<file path="src/hdl/annexb_pkg.sv">
// Package: item types and fixed constants of the Annex B start-code deframer.
`timescale 1ns / 1ps
package annexb_pkg;

    // Input item commands
    localparam logic CMD_DATA = 1'b0;
    localparam logic CMD_EOS  = 1'b1;

    // Byte that closes a start code
    localparam logic [7:0] START_CODE_END = 8'h01;

    // Header byte field masks
    localparam logic [7:0] HDR_FZ_MASK   = 8'h80;
    localparam logic [7:0] HDR_IDC_MASK  = 8'h60;
    localparam logic [7:0] HDR_TYPE_MASK = 8'h1f;
    localparam int         HDR_IDC_SHIFT = 5;

    // Held-back window and result queue sizes
    localparam int HELD_DEPTH  = 4;
    localparam int HELD_IDX_W  = 2;
    localparam int HELD_CNT_W  = 3;
    localparam int QUEUE_DEPTH = 8;
    localparam int QUEUE_OCC_W = 4;

    // Input item
    typedef struct packed {
        logic       command;
        logic [7:0] data_byte;
    } t_in_item;

    // Result item
    typedef struct packed {
        logic [7:0]  nal_byte;
        logic [23:0] byte_index;
        logic        is_first;
        logic        is_last;
        logic        forbidden_zero;
        logic [1:0]  ref_idc;
        logic [4:0]  unit_type;
        logic        too_long;
    } t_out_item;

endpackage

</file>
<file path="src/hdl/annexb_nal_unit_deframer_unit.sv">
// Top level: Annex B start-code deframer with a held-back window and a result queue.
//
//   channel | direction | handshake                  | payload
//   --------+-----------+----------------------------+------------------------
//   in      | input     | i_in_valid / o_in_ready    | i_in_item  (t_in_item)
//   out     | output    | o_out_valid / i_out_ready  | o_out_item (t_out_item)
//
// The window compare and the counter update sit combinationally between the window
// registers and an eight-slot result queue. An item gives zero to four results,
// which queue behind any results already waiting and leave one per cycle while the
// receiver is ready; with the queue empty the first shows in the cycle after the item.
// The input is ready while at most four results wait. With the receiver always
// ready no more than four ever wait, so items flow at one per cycle; the input
// stalls only while the receiver holds off and more than four results wait.
// Synchronous active-low reset empties the queue and closes any open unit.
`timescale 1ns / 1ps
module annexb_nal_unit_deframer_unit #(
    parameter int INDEX_BITS = 24
) (
    input  logic                  i_clk,
    input  logic                  i_rst_n,
    input  logic                  i_in_valid,
    output logic                  o_in_ready,
    input  annexb_pkg::t_in_item  i_in_item,
    output logic                  o_out_valid,
    input  logic                  i_out_ready,
    output annexb_pkg::t_out_item o_out_item
);
    import annexb_pkg::*;

    localparam int LANES = HELD_DEPTH;

    // Window and unit state
    logic [7:0]            r_held [HELD_DEPTH];
    logic [7:0]            n_held [HELD_DEPTH];
    logic [HELD_CNT_W-1:0] r_hc, n_hc;
    logic                  r_open, n_open;
    logic [INDEX_BITS-1:0] r_count, n_count;
    logic [7:0]            r_hdr, n_hdr;
    logic                  r_ovf, n_ovf;

    // Result queue
    t_out_item             r_q [QUEUE_DEPTH];
    t_out_item             n_q [QUEUE_DEPTH];
    logic [QUEUE_OCC_W-1:0] r_occ, n_occ;

    logic                  in_acc;
    logic                  out_pop;
    logic                  start_code;
    logic [HELD_CNT_W-1:0] zeros;
    logic [HELD_CNT_W-1:0] emit_cnt;
    logic                  emit_last;
    logic                  first0;
    logic [7:0]            hdr_eff;
    logic [INDEX_BITS:0]   lane_sum [LANES];
    logic [INDEX_BITS:0]   k_sum;
    t_out_item             lane_res [LANES];

    assign in_acc      = i_in_valid && o_in_ready;
    assign o_out_valid = (r_occ != '0);
    assign out_pop     = o_out_valid && i_out_ready;
    assign o_in_ready  = (r_occ <= QUEUE_OCC_W'(QUEUE_DEPTH - LANES));
    assign o_out_item  = r_q[0];

    // Find a start code ending at the incoming byte
    always_comb begin
        start_code = 1'b0;
        zeros      = HELD_CNT_W'(2);
        case (r_hc)
            HELD_CNT_W'(2): begin
                start_code = (r_held[0] == 8'h00) && (r_held[1] == 8'h00);
            end
            HELD_CNT_W'(3): begin
                start_code = (r_held[1] == 8'h00) && (r_held[2] == 8'h00);
                if (r_held[0] == 8'h00) begin
                    zeros = HELD_CNT_W'(3);
                end
            end
            HELD_CNT_W'(4): begin
                start_code = (r_held[2] == 8'h00) && (r_held[3] == 8'h00);
                if (r_held[1] == 8'h00) begin
                    zeros = HELD_CNT_W'(3);
                end
            end
            default: begin
                start_code = 1'b0;
            end
        endcase
        start_code = start_code && (i_in_item.command == CMD_DATA)
                     && (i_in_item.data_byte == START_CODE_END);
    end

    // Build the result lanes from the window; lane j carries held byte j
    assign first0  = (r_count == '0) && !r_ovf;
    assign hdr_eff = first0 ? r_held[0] : r_hdr;
    assign k_sum   = {1'b0, r_count} + (INDEX_BITS + 1)'(emit_cnt);

    always_comb begin
        logic [INDEX_BITS-1:0] idx;
        logic [INDEX_BITS+23:0] idx_ext;
        for (int j = 0; j < LANES; j++) begin
            lane_sum[j] = {1'b0, r_count} + (INDEX_BITS + 1)'(j);
            idx         = lane_sum[j][INDEX_BITS] ? '1 : lane_sum[j][INDEX_BITS-1:0];
            idx_ext     = {24'd0, idx};
            lane_res[j].nal_byte       = r_held[j];
            lane_res[j].byte_index     = idx_ext[23:0];
            lane_res[j].is_first       = (j == 0) && first0;
            lane_res[j].is_last        = emit_last && (emit_cnt == HELD_CNT_W'(j + 1));
            lane_res[j].forbidden_zero = (hdr_eff & HDR_FZ_MASK) != 8'h00;
            lane_res[j].ref_idc        = 2'((hdr_eff & HDR_IDC_MASK) >> HDR_IDC_SHIFT);
            lane_res[j].unit_type      = 5'(hdr_eff & HDR_TYPE_MASK);
            lane_res[j].too_long       = r_ovf || lane_sum[j][INDEX_BITS];
        end
    end

    // Advance the window and the unit counters on each accepted item
    always_comb begin
        for (int j = 0; j < HELD_DEPTH; j++) begin
            n_held[j] = r_held[j];
        end
        n_hc      = r_hc;
        n_open    = r_open;
        n_count   = r_count;
        n_hdr     = r_hdr;
        n_ovf     = r_ovf;
        emit_cnt  = '0;
        emit_last = 1'b0;
        if (in_acc) begin
            if (i_in_item.command == CMD_EOS) begin
                // flush held bytes, then drop back to waiting for a start code
                emit_cnt  = r_open ? r_hc : '0;
                emit_last = 1'b1;
                n_open    = 1'b0;
            end else if (start_code) begin
                // close the open unit before the start code and open a new one
                emit_cnt  = r_open ? (r_hc - zeros) : '0;
                emit_last = 1'b1;
                n_open    = 1'b1;
            end else if (r_hc == HELD_CNT_W'(HELD_DEPTH)) begin
                // window full: release the oldest byte and shift
                emit_cnt = r_open ? HELD_CNT_W'(1) : '0;
                for (int j = 0; j < HELD_DEPTH - 1; j++) begin
                    n_held[j] = r_held[j + 1];
                end
                n_held[HELD_DEPTH - 1] = i_in_item.data_byte;
            end else begin
                n_held[r_hc[HELD_IDX_W-1:0]] = i_in_item.data_byte;
                n_hc = r_hc + HELD_CNT_W'(1);
            end

            if ((i_in_item.command == CMD_EOS) || start_code) begin
                for (int j = 0; j < HELD_DEPTH; j++) begin
                    n_held[j] = 8'h00;
                end
                n_hc    = '0;
                n_count = '0;
                n_hdr   = 8'h00;
                n_ovf   = 1'b0;
            end else if (emit_cnt != '0) begin
                n_count = k_sum[INDEX_BITS] ? '1 : k_sum[INDEX_BITS-1:0];
                n_ovf   = r_ovf || k_sum[INDEX_BITS];
                n_hdr   = hdr_eff;
            end
        end
    end

    // Pop the head, shift the queue down, append the new lanes behind it
    always_comb begin
        logic [QUEUE_OCC_W-1:0] base;
        logic [QUEUE_OCC_W-1:0] off;
        base = r_occ - QUEUE_OCC_W'(out_pop);
        for (int i = 0; i < QUEUE_DEPTH; i++) begin
            if (out_pop && (i < QUEUE_DEPTH - 1)) begin
                n_q[i] = r_q[(i + 1) % QUEUE_DEPTH];
            end else begin
                n_q[i] = r_q[i];
            end
            off = QUEUE_OCC_W'(i) - base;
            if ((QUEUE_OCC_W'(i) >= base) && (off < QUEUE_OCC_W'(emit_cnt))) begin
                n_q[i] = lane_res[off[HELD_IDX_W-1:0]];
            end
        end
        n_occ = base + QUEUE_OCC_W'(emit_cnt);
    end

    // Control state
    always_ff @(posedge i_clk) begin
        if (!i_rst_n) begin
            r_hc    <= '0;
            r_open  <= 1'b0;
            r_count <= '0;
            r_hdr   <= 8'h00;
            r_ovf   <= 1'b0;
            r_occ   <= '0;
            for (int j = 0; j < HELD_DEPTH; j++) begin
                r_held[j] <= 8'h00;
            end
        end else begin
            r_hc    <= n_hc;
            r_open  <= n_open;
            r_count <= n_count;
            r_hdr   <= n_hdr;
            r_ovf   <= n_ovf;
            r_occ   <= n_occ;
            for (int j = 0; j < HELD_DEPTH; j++) begin
                r_held[j] <= n_held[j];
            end
        end
    end

    // Queue payload
    always_ff @(posedge i_clk) begin
        for (int i = 0; i < QUEUE_DEPTH; i++) begin
            r_q[i] <= n_q[i];
        end
    end

`ifndef SYNTHESIS
    a_occ_bound: assert property (@(posedge i_clk) disable iff (!i_rst_n)
        r_occ <= QUEUE_OCC_W'(QUEUE_DEPTH))
        else $error("result queue overfilled");

    a_held_bound: assert property (@(posedge i_clk) disable iff (!i_rst_n)
        r_hc <= HELD_CNT_W'(HELD_DEPTH))
        else $error("held window count out of range");

    a_first_index: assert property (@(posedge i_clk) disable iff (!i_rst_n)
        o_out_valid && o_out_item.is_first |->
            (o_out_item.byte_index == 24'd0) && !o_out_item.too_long)
        else $error("unit header byte without index zero");

    a_eos_close: assert property (@(posedge i_clk) disable iff (!i_rst_n)
        in_acc && (i_in_item.command == CMD_EOS) |=> (r_hc == '0) && !r_open)
        else $error("end of stream left a unit open");

    a_no_emit_closed: assert property (@(posedge i_clk) disable iff (!i_rst_n)
        in_acc && !r_open |=> r_occ == $past(r_occ) - QUEUE_OCC_W'($past(out_pop)))
        else $error("result produced with no unit open");
`endif

endmodule

</file>
<file path="config.mk">
export PLATFORM = sky130hd
export DESIGN_NAME = annexb_nal_unit_deframer_unit
export DESIGN_NICKNAME = d
export VERILOG_FILES = /design/src/hdl/annexb_pkg.sv /design/src/hdl/annexb_nal_unit_deframer_unit.sv
export SDC_FILE = /design/constraint.sdc
export NUM_CORES = 1
export LEC_CHECK = 0
export BUFFER_PORTS_ARGS = -buffer_cell sky130_fd_sc_hd__buf_2
export CORE_MARGIN = 4
export CORE_UTILIZATION = 62
export CTS_BUF_LIST = sky130_fd_sc_hd__clkbuf_2
export DETAILED_ROUTE_END_ITERATION = 16
export PLACE_DENSITY = 0.76
export SETUP_SLACK_MARGIN = 0.4
export SLEW_MARGIN = 20
export SYNTH_ARGS = -nofsm -noshare
export SYNTH_HDL_FRONTEND = slang
export SYNTH_SLANG_ARGS = --single-unit
</file>
<file path="constraint.sdc">
create_clock -name i_clk -period 8.4 [get_ports i_clk]
set_clock_uncertainty 0.15 [all_clocks]
set_input_delay 0.84 -clock i_clk [delete_from_list [all_inputs] [get_ports i_clk]]
set_output_delay 0.84 -clock i_clk [all_outputs]
set_load 0.005 [all_outputs]
</file>
==> results of run 1 <==
==> cells in the final DEF (no fill, tap or decap), types with 34 or more instances in the layout <==
master,n
a21oi_1,109
a22oi_1,46
buf_2,57
buf_4,34
clkbuf_2,155
dfxtp_1,73
edfxtp_1,344
ha_1,38
inv_1,38
mux2_2,195
mux2i_1,77
nand2_1,236
nand3_1,53
nor2_1,157
o21ai_0,158
==> cell usage after synthesis (5+ instances only) <==
cell      number  share of area [%]
o21a_1         7               0.23
and4_1         6               0.23
nor3_1        29               0.63
xor2_1        12               0.45
o22ai_1       27               0.73
o22a_1         6               0.23
a21oi_1      109                2.4
dfxtp_1       73                6.3
mux2_2       195                9.5
mux2i_1       77                3.3
nor2_1       159                2.6
edfxtp_1     344                 45
o211ai_1       7               0.23
mux4_2        32                3.1
and2_1        14               0.38
buf_2          8               0.17
nand3_1       53                1.1
buf_4         46                1.5
or4_1          6               0.19
inv_1         39               0.63
a31oi_1       21               0.57
nand4_1       15               0.41
a211oi_1      31                1.0
xnor2_1       23               0.87
ha_1          41                2.2
or3_1          5               0.14
buf_1         15               0.24
a21o_1         7               0.23
nand2b_1       6               0.16
and3_1        10               0.27
o31ai_1       20               0.65
a22oi_1       46                1.5
o21ai_0      158                3.4
nand2_1      244                4.0
clkbuf_1     129                2.1
nor4_1        29               0.78
o31a_1         5               0.19
==> repair_timing <==
item | 4_1_cts | 5_1_grt
endpoints found under the hold margin | 35 | 0
gates resized for setup | 0 | 0
hold buffers | 9 | 0
==> layout make-up <==
class / count / area [um^2]
inverters: 42 / 158
fillers: 2807 / 12300
clock buffers: 155 / 776
clock inverters: 24 / 113
well taps: 468 / 586
multi-input cells: 1463 / 10300
diodes: 1 / 2.50
repair buffers: 100 / 631
flip-flops and latches: 417 / 11800
==> layer usage <==
layer,track usage (%),up-vias,wire length (um)
li1,-,7976,-
met1,45.5,8578,26500
met2,45.1,1058,27800
met3,7.46,143,7370
met4,11.0,4,2040
met5,0.238,-,25
==> worst max-delay path: cells and delay by family (launching register included) <==
family | cells | cell delay [ns]
adder cells (fa/ha/maj) | 3 | 1.37
flip-flops | 1 | 0.34
buffers and inverters | 4 | 1.77
AO/OA/AOI/OAI | 2 | 0.36
AND/OR/NAND/NOR | 4 | 1.27
==> sequential cells by signal (all words and copies together) (netlist names) <==
signal   cells
r_ovf        1
r_open       1
r_held      32
r_hc         3
r_hdr        8
r_q        344
r_count     24
r_occ        4
==> worst min-delay path by stage <==
| stage | from | endpoint | slack [ns] |
|---|---|---|---|
| after CTS | i_in_item[8] | r_open | 0.0008 |
| after floorplan | r_hdr[0] | r_hdr[0] | 0.31 |
| final | i_in_item[8] | r_open | 0.12 |
| after global routing | i_in_item[8] | r_open | 0.07 |
| after global placement | r_hdr[2] | r_hdr[2] | 0.33 |
| after detailed placement | r_hdr[0] | r_hdr[0] | 0.33 |
==> cells by family after synthesis <==
family / Yosys count / synth area share (%)
buf+inv: 241 / 4.74
flops: 417 / 51.0
compound gates: 483 / 12.9
simple gates: 593 / 11.4
xor+xnor: 35 / 1.33
fa+ha+maj: 48 / 2.62
mux: 304 / 15.9
==> through the flow <==
step                      cells  cell area (um^2)  worst slack (ns)
final                      2670             24400              2.63
after global routing       2670             24400              2.33
after CTS                  2669             24400              2.63
after detailed placement   2481             23400              2.67
after global placement     2481             23400              2.80
after floorplan            2121             23100              1.65
==> metrics.cfg, run 1 <==
[drt]
vias=17759
via_per_inst=6.65
drt-initial-drc-count=2272
wirelength_mm=63.7
wl_per_cell_um=23.9
route.detailed.drc=0
drt_pass1_iterations=6
final_antenna_net_count=0

[min_path]
min_delay_path_depth=4
hold_class=in2reg

[floorplan]
coreArea_mm2=0.0367
die_w_um=201
core.rowCount=70
initial_core_util_pct=63.0
fp.dieArea_mm2=0.0404
pin_count=58
die_y_um=201

[timing]
layout_min_cycle_time_ns=5.77
slew_violations=0
fin_tns_setup_ns=0
slew_headroom_pct=28.3
setup_violations=0
period_share_pct=68.7
fmax_mhz=173
hold_violations=0
rsz0062_at_grt=false
hold_ws_ns=0.118
tightest_slew_ns=1.07

[logic_synthesis]
synthArstFlopShare_pct=0
syn-num-nets=2177
synth.distinct_cells=71
syn_inst=2121
synth-edff-count=344
yosysWarnings=0
synth_top_flop_cell=edfxtp_1
synth.ff_latch_count=417
syn_area_per_cell_um2=10.9
syn-cell-area_mm2=0.0231
yosysSeqAreaShare_pct=51.0

[clock_tree]
cts_buffers=98
h-tree-depth=3
clk_pin_slew_worst_paths_ns=0.09
post-cts-setup-buffer-count=0
clk_latency_ns=1.07
cts_sinks=417
cts_tree=yes
cts-root-buf=clkbuf_2
cts_buffer_depth=3

[global_route]
groute.usage.overall_pct=30.9
antenna_found_initial=3
grt_pass1_wl_mm=97.9
globalRoute.totalOverflow=0
grt_max_degree=80
grt_pass1_vias=16810

[job]
cap_violations=0

[setup_path]
cp-end-kind=flip-flop
r2r_setup_slack_ns=2.63
arrival_ns=6.21
path_common_cell=buf_4
slowest_stage=ha_4
cp.required_ns=8.84
crit_end=r_q[0][102]
critPathLaunchType=flip-flop
rr_worst_depth=13
rr_endpoint=r_q[0][102]
critPathMaxFanout=59
rr_startpoint=r_occ[1]
cp-startpoint=r_occ[1]
worstSetupPathType=reg2reg
critPathMaxStageDelay_ns=0.69
crit_chain=or4_1 -> nand2_1 -> inv_1 -> ha_4 -> ha_2 -> buf_4 -> ha_1 -> a21o_1 -> a21oi_1 -> nand2_2 -> buf_4 -> nand2_2 -> buf_4

[placement]
dpl.hpwl_mm=41.5
globalplace.congestion=1.01
io_buffers=57

[final_layout]
nets=2178
drive_above_1_share_pct=23.7
syn2layout_area_growth_pct=5.56
utilization_pct=66.5

[status]
status=complete, no violations

Power of run 1 is not shown: default switching activity piles up to over one toggle a cycle in this logic, so the estimate is an artifact.
==> run 2, diff against run 1 <==
- CORE_UTILIZATION: 62 -> 59
- clock period: 8.4 -> 5.1 ns (I/O delays scaled with it)
==> run 2 against run 1 <==
Against the previous run: the flow now finishes with violations (DRC); clock-buffer cell count is 2 higher; critical path type unchanged; via count increased by 0.60%; first-iteration DRC count decreased by 18%; register-to-register slack worse by 2.2 ns.
==> metrics.cfg, run 2 (synthesis results as in run 1) <==
[placement]
globalplace.congestion=1.01  ; about the same
dpl.hpwl_mm=44.0  ; was 41.5 mm
io_buffers=57  ; unchanged

[global_route]
antenna_found_initial=1  ; was 3
grt_pass1_vias=17344  ; was 16,810
groute.usage.overall_pct=30.4  ; was 30.9%
grt_max_degree=77  ; was 80
grt_pass1_wl_mm=99.8  ; was 97.9 mm
globalRoute.totalOverflow=0  ; unchanged

[final_layout]
fillers=3069  ; was 2,807
syn2layout_area_growth_pct=9.31  ; was 5.56%
drive_above_1_share_pct=25.9  ; was 23.7%
largest_reg_flops=344  ; unchanged
nets=2252  ; was 2,178
final_cell_mix=344 x edfxtp_1, 235 x nand2_1, 195 x mux2_2  ; was 344 x edfxtp_1, 236 x nand2_1, 195 x mux2_2
regMostFlops=r_q  ; unchanged
final_common_cell=edfxtp_1  ; unchanged
largest_registers=r_q x344, r_held x32, r_count x24  ; unchanged

[timing]
setup_violations=0  ; unchanged
fmax_mhz=216  ; was 173 MHz
slew_headroom_pct=27.8  ; was 28.3%
slew_violations=0  ; unchanged
rsz0062_at_grt=true  ; was false
fin_tns_setup_ns=0  ; unchanged
period_share_pct=90.8  ; was 68.7%
layout_min_cycle_time_ns=4.63  ; was 5.77 ns
hold_violations=0  ; unchanged
tightest_slew_ns=1.08  ; was 1.07 ns

[clock_tree]
cts-root-buf=clkbuf_2  ; unchanged
cts_sinks=417  ; unchanged
clk_latency_ns=1.07  ; about the same
cts_buffer_depth=3  ; unchanged
clk_pin_slew_worst_paths_ns=0.11  ; was 0.09 ns
cts_tree=yes  ; unchanged
h-tree-depth=3  ; unchanged
cts_buffers=104  ; was 98

[setup_path]
worstSetupPathType=reg2reg  ; unchanged
cp.required_ns=5.77  ; was 8.84 ns
critPathMaxFanout=28  ; was 59
critPathLaunchType=flip-flop  ; unchanged
rr_endpoint=r_q[1][9]  ; was r_q[0][102]
rr_worst_depth=12  ; was 13
arrival_ns=5.29  ; was 6.21 ns
cp-end-kind=flip-flop  ; unchanged
rr_startpoint=r_held[0][3]  ; was r_occ[1]
r2r_setup_slack_ns=0.47  ; was 2.63 ns

[drt]
vias=17865  ; was 17,759
wl_per_cell_um=23.5  ; was 23.9 um
route.detailed.drc=1  ; was 0
final_antenna_net_count=0  ; unchanged
wirelength_mm=65.6  ; was 63.7 mm
via_per_inst=6.40  ; was 6.65
drt-initial-drc-count=1865  ; was 2,272
drt_pass1_iterations=14  ; was 6

[min_path]
worstHoldEndpoint=r_held[3][0]  ; was r_open
min-delay-start=i_in_item[0]  ; was i_in_item[8]
hold_class=in2reg  ; unchanged
min_delay_path_depth=4  ; unchanged

[floorplan]
pin_count=58  ; unchanged
fp.dieArea_mm2=0.0424  ; was 0.0404 mm^2
coreArea_mm2=0.0387  ; was 0.0367 mm^2
die_w_um=206  ; was 201 um
core.rowCount=72  ; was 70
die_y_um=206  ; was 201 um
initial_core_util_pct=59.7  ; was 63.0%

[status]
status=complete, but fails checks  ; was complete, no violations
violations=DRC

[job]
cap_violations=0  ; unchanged

## run 2: cell types whose count changed in the layout (fill, tap and decap cells not counted), moves of 3 or more
cell,previous run,this run
buf_12,0,10
buf_4,34,78
clkinv_2,3,6
dlygate4sd3_1,9,17
## run 2: through the flow
stage | worst slack, ns | hold WS [ns] | instance area (um^2) | instances | util, %
finish | 0.472 | 0.215 | 25300 | 2793 | 65.2
global route | 0.355 | 0.196 | 25300 | 2793 | 65.2
CTS | 0.445 | 0.122 | 25100 | 2782 | 64.8
detailed placement | 0.557 | 0.354 | 24000 | 2581 | 62.0
global placement | 0.606 | 0.344 | 24000 | 2581 | 62.0
floorplan | 0.366 | 0.315 | 23300 | 2121 | -
## run 2: worst max-delay path by stage
stage                       startpoint          to  slack, ns  cells after the start
after floorplan               r_occ[0]  r_q[0][43]       0.37                     15
final                     r_held[0][3]   r_q[1][9]       0.47                     12
after global routing      r_held[0][3]   r_q[1][9]       0.35                     12
after CTS                 r_held[0][3]  r_q[1][32]       0.44                     12
after global placement    r_held[0][3]  r_q[1][20]       0.61                     12
after detailed placement  r_held[0][3]  r_q[1][22]       0.56                     12
## run 2: final cells by class
cell class	instances	area (um^2)	share of cell area, %
clock buffers	157	786	3.11
clock inverters	27	146	0.579
inverters	42	163	0.644
flip-flops and latches	417	11800	46.7
diodes	1	2.50	0.00990
multi-input cells	1463	10400	41.1
repair buffers	168	1360	5.37
well taps	518	648	2.56
## run 2: repair_timing
action / CTS / global route
hold buffers: 17 / 0
resized for setup: 0 / 7
endpoints found under the setup margin: 0 / 78
buffers inserted: 0 / 7
endpoints found under the hold margin: 113 / 0
## run 2: per-layer routing
metal	vias to the layer above	track usage (%)	wire (um)
met2	831	49.4	30800
li1	8142	-	-
met1	8707	40.4	26700
met3	185	5.32	5040
met5	-	0	0
met4	0	13.3	2960
## run 2: worst max-delay path, stage by stage (launching register included)
cell       delay, ns
dfxtp_1         0.38
or4_1           0.59
or4_4           0.53
a2111oi_4       0.36
buf_4           0.23
nand2_1         0.06
a21o_1          0.24
ha_1            0.32
a21o_1          0.20
a2111oi_4       0.47
buf_4           0.21
buf_6           0.27
mux2_2          0.38
Power of run 2 is left out for the same reason.
